--- config.mk ---
export PLATFORM = sky130hd
export DESIGN_NAME = oact_ctrl
export DESIGN_NICKNAME = d
export VERILOG_FILES = /design/src/sv/oact_pkg.sv /design/src/sv/oact_ctrl.sv
export SDC_FILE = /design/constraint.sdc
export NUM_CORES = 1
export LEC_CHECK = 0
export BUFFER_PORTS_ARGS = -buffer_cell sky130_fd_sc_hd__buf_2
export CAP_MARGIN = 40
export CORE_AREA = 10 10 47 49
export CTS_CLUSTER_SIZE = 30
export DETAILED_ROUTE_END_ITERATION = 10
export DIE_AREA = 0 0 57 59
export SLEW_MARGIN = 10
export SYNTH_ARGS = -nofsm -noshare
export SYNTH_HDL_FRONTEND = slang
export SYNTH_SLANG_ARGS = --single-unit
--- constraint.sdc ---
create_clock -name clk -period 1 [get_ports clk]
set_input_delay 0.2 -clock clk [delete_from_list [all_inputs] [get_ports clk]]
set_output_delay 0.2 -clock clk [all_outputs]
set_load 0.01 [all_outputs]
--- src/sv/oact_pkg.sv ---
// Shared types and constants for the open addressing connection table.
// Holds the controller state type, the command and status bundles and the field codes.
// Depends on nothing.
package oact_pkg;

    // Defaults for the top level parameters.
    localparam int unsigned DEF_SLOT_COUNT  = 4096;
    localparam int unsigned DEF_HANDLE_BITS = 48;

    // Multiplicative hash constant; only its low bits reach the home slot.
    localparam logic [31:0] HASH_MULT = 32'd2654435761;

    // Request types.
    localparam logic [1:0] REQ_LOOKUP = 2'd0;
    localparam logic [1:0] REQ_OPEN   = 2'd1;
    localparam logic [1:0] REQ_CLOSE  = 2'd2;

    // Slot marks.
    localparam logic [1:0] MARK_EMPTY = 2'd0;
    localparam logic [1:0] MARK_LIVE  = 2'd1;
    localparam logic [1:0] MARK_TOMB  = 2'd2;

    // Response status codes.
    localparam logic [2:0] ST_FOUND     = 3'd0;
    localparam logic [2:0] ST_INSERTED  = 3'd1;
    localparam logic [2:0] ST_REMOVED   = 3'd2;
    localparam logic [2:0] ST_NOT_FOUND = 3'd3;
    localparam logic [2:0] ST_FULL      = 3'd4;

    // Controller states.
    typedef enum logic [2:0] {
        S_CLEAR,
        S_IDLE,
        S_PROBE,
        S_CHECK,
        S_DELIVER
    } state_t;

    // Commands from the controller to the datapath.
    typedef struct packed {
        logic load;      // take the request beat and set up the probe
        logic clear;     // write one empty mark of the clearing pass
        logic probe_rd;  // read the slot under the probe pointer
        logic check;     // evaluate the slot just read
        logic deliver;   // move the result into the response register
    } oact_cmd_t;

    // Status from the datapath to the controller.
    typedef struct packed {
        logic clear_last;  // the clearing pass writes its final slot
        logic probe_stop;  // the probe run ends on the slot just read
        logic out_free;    // the response register can take a result
    } oact_stat_t;

endpackage

--- src/sv/oact_ctrl.sv ---
// Controller for the connection table: sequences clearing, probing and delivery.
// Depends on oact_pkg.
module oact_ctrl (
    input  logic                clk,
    input  logic                rst_n,
    input  logic                req_valid,
    output logic                req_ready,
    input  oact_pkg::oact_stat_t stat,
    output oact_pkg::oact_cmd_t  cmd
);
    import oact_pkg::*;

    state_t state_reg;
    state_t state_next;

    // State register; reset starts the clearing pass.
    always_ff @(posedge clk or negedge rst_n)
    begin
        if (!rst_n)
        begin
            state_reg <= S_CLEAR;
        end
        else
        begin
            state_reg <= state_next;
        end
    end

    // Next state.
    always_comb
    begin
        state_next = state_reg;
        unique case (state_reg)
            S_CLEAR:
            begin
                if (stat.clear_last)
                begin
                    state_next = S_IDLE;
                end
            end
            S_IDLE:
            begin
                if (req_valid)
                begin
                    state_next = S_PROBE;
                end
            end
            S_PROBE:
            begin
                state_next = S_CHECK;
            end
            S_CHECK:
            begin
                state_next = stat.probe_stop ? S_DELIVER : S_PROBE;
            end
            S_DELIVER:
            begin
                if (stat.out_free)
                begin
                    state_next = S_IDLE;
                end
            end
            default:
            begin
                state_next = S_IDLE;
            end
        endcase
    end

    // Outputs decoded from the state.
    always_comb
    begin
        cmd       = '0;
        req_ready = 1'b0;
        unique case (state_reg)
            S_CLEAR:
            begin
                cmd.clear = 1'b1;
            end
            S_IDLE:
            begin
                req_ready = 1'b1;
                cmd.load  = req_valid;
            end
            S_PROBE:
            begin
                cmd.probe_rd = 1'b1;
            end
            S_CHECK:
            begin
                cmd.check = 1'b1;
            end
            S_DELIVER:
            begin
                cmd.deliver = 1'b1;
            end
            default:
            begin
                cmd = '0;
            end
        endcase
    end

endmodule

==> flow_metrics.env <==
export IMPL_place_hpwl_um=474
export IMPL_antenna_found_initial=0
export IMPL_wirelength_um=642
export IMPL_cp_required_ns=0.80
export IMPL_synth_cells=20
export IMPL_cts_sinks=3
export IMPL_yosys_area_share_simple_pct=37.1
export IMPL_synth_mux_area_share_pct=0
export IMPL_yosys_top_cells_area="dfrtp_1, nor4b_4, a211oi_2"
export IMPL_cts_tree="built"
export IMPL_insertedDiodeCount=0
export IMPL_clock_latency_ns=0.23
export IMPL_syn_area_sq_um=223
export IMPL_grt_pass1_wl_um=1070
export IMPL_tightest_slew_ns=0.316
export IMPL_hp_class="in2reg"
export IMPL_io_buffers=11
export IMPL_placedCellCount=50
export IMPL_worst_path_max_delay_cell="dfrtp_2"
export IMPL_min_from="stat[1]"
export IMPL_cts_made_buffers=3
export IMPL_cpPeakStageDelay_ns=0.44
export IMPL_core_area_sq_mm=0.00140
export IMPL_viasPerCell=4.03
export IMPL_cp_end_kind="output pin"
export IMPL_grt_max_degree=9
export IMPL_setup_slack_ns=-0.327
export IMPL_rsz0062_at_grt="yes"
export IMPL_ff_latch_area_sq_um=78.8
export IMPL_setup_violations=9
export IMPL_synth_area_per_cell_sq_um=11.1
export IMPL_die_y_um=59
export IMPL_io_pins=12
export IMPL_cap_violations=0
export IMPL_worstPathArrival_ns=1.13
export IMPL_first_pass_iters=4
export IMPL_synthXorXnorAreaFrac_pct=0
export IMPL_p_leak_nw=0.198
export IMPL_yosys_cell_count_top_type="dfrtp_1"
export IMPL_async_reset_ff_share_pct=100
export IMPL_drive_gt1_share_pct=74.4
export IMPL_synth_top_area_share_pct=33.7
export IMPL_critPathMaxFanout=6
export IMPL_violations="setup timing"
export IMPL_instances_no_fill=59
export IMPL_gp_congestion=0.757
export IMPL_htree_levels=1
export IMPL_multi_input_area_sq_um=139
export IMPL_die_w_um=57
export IMPL_fin_crit_ns=1.33
export IMPL_finalHoldViolCount=0
export IMPL_fillers=158
export IMPL_slew_headroom_pct=78.8
export IMPL_grt_ovfl_total=0
export IMPL_slew_violations=0
export IMPL_syn_to_final_growth_pct=86.0
export IMPL_vdd_drop_max_mv=0.750
export IMPL_synth_seq_cells=3
export IMPL_synth_compound_area_share_pct=19.1
export IMPL_fin_tns_setup_ns=-2.25
export IMPL_synth_adder_area_share_pct=0
export IMPL_start_util_pct=15.9
export IMPL_regToRegStartpoint="state_reg[1]"
export IMPL_ant_nets=0
export IMPL_placed_cell_area_sq_um=325
export IMPL_path_cells="nor3b_4, and2_4, buf_6"
export IMPL_ys_seq_area_share_pct=33.7
export IMPL_synth_edff_count=0
export IMPL_power_density_mw_per_mm2=3160
export IMPL_wire_per_inst_um=10.9
export IMPL_track_usage_pct=4.37
export IMPL_grt_pass1_vias=254
export IMPL_clock_path_buffers=2
export IMPL_synthFlopType="dfrtp_1"
export IMPL_final_cell_area_sq_um=414
export IMPL_rows=14
export IMPL_drc=0
export IMPL_largest_register_ffs=3
export IMPL_cp_num_buf_inv=1
export IMPL_synth_fp_nets=26
export IMPL_period_share_pct=133
export IMPL_ys_warn_count=0
export IMPL_cp_start_kind="flop"
export IMPL_path_class="reg2out"
export IMPL_fin_skew_ns=0.00158
export IMPL_synthDistinctLibCells=17
export IMPL_outcome="finished, violations left"
export IMPL_synth_top_area_cell="dfrtp_1"
export IMPL_pre_cts_slack_ns=-0.163
export IMPL_root_buffer="clkbuf_4"
export IMPL_drt_initial_drc_count=4
export IMPL_num_nets_final=50
export IMPL_timing_fmax_mhz=754
export IMPL_synth_top_family_by_area="simple AND/OR/NAND/NOR gates"
export IMPL_vias=238
export IMPL_crit_start="state_reg[1]"
export IMPL_crit_family="flip-flops"
export IMPL_clk_pin_slew_ns=0.04
export IMPL_synth_common_cells="dfrtp_1, nor3_1"
export IMPL_fp_dieArea_sq_mm=0.00336
kinds of logic after synthesis:
logic type	Yosys count
and+or+nand+nor	9
AOI/OAI and AO/OA	5
DFF	3
buffers and inverters	3
cells in the final DEF (no fill, tap or decap), drive strengths merged:
cell type    instances
buf                 20
clkbuf               4
dfrtp                3
nor3b                2
nor3                 2
and3b                1
and2                 1
inv                  1
a21bo                1
nand3b               1
a21oi                1
nor4b                1
a21o                 1
o21a                 1
nor4                 1
a211oi               1
dlygate4sd3          1
where the power goes:
group          internal [mW]  leakage [nW]  switching [mW]
Combinational          0.512         0.149           0.305
Clock                  0.149        0.0150          0.0569
Sequential             0.186        0.0336           0.101
Total                  0.847         0.198           0.463
per-stage QoR:
step	util, %	hold slack (ns)	power (mW)
3_3_place_gp	23.2	-0.00385	0.913
3_5_place_dp	23.2	-0.00409	0.916
5_1_grt	29.6	0.182	1.43
4_1_cts	29.5	0.190	1.32
2_1_floorplan	-	-0.0956	0.688
6_report	29.6	0.200	1.31
path summary, 6_finish.rpt:
path	end	slack, ns	cells past startpoint
min in group asynchronous	state_reg[1]	0.30	2
max in group asynchronous	state_reg[2]	0.59	2
setup / recovery	cmd[4]	-0.33	3
hold / removal	state_reg[2]	0.20	2
setup reg to reg	state_reg[0]	-0.25	4
hold reg to reg	state_reg[1]	0.54	1
cell type report:
type,count,area share [%]
clock buffers,4,6.34
inverters,1,0.906
multi-input cells,14,33.5
flip-flops and latches,3,19.0
well taps,16,4.83
repair buffers,21,35.3
per-layer routing:
layer / global-route usage [%] / wire, um / share of wire, %
met5: 0 / 0 / 0
met4: 6.04 / 21 / 3.3
met3: 2.79 / 71 / 11
met2: 6.20 / 300 / 47
met1: 3.57 / 249 / 39
what timing repair did:
item,in CTS,in global routing
setup endpoints to repair,9,9
gates cloned,0,0
setup buffers,4,0
hold buffers,1,0
resized for setup,6,1
pin swaps,2,0
hold endpoints to repair,3,0
(Power assumes the default switching activity.)
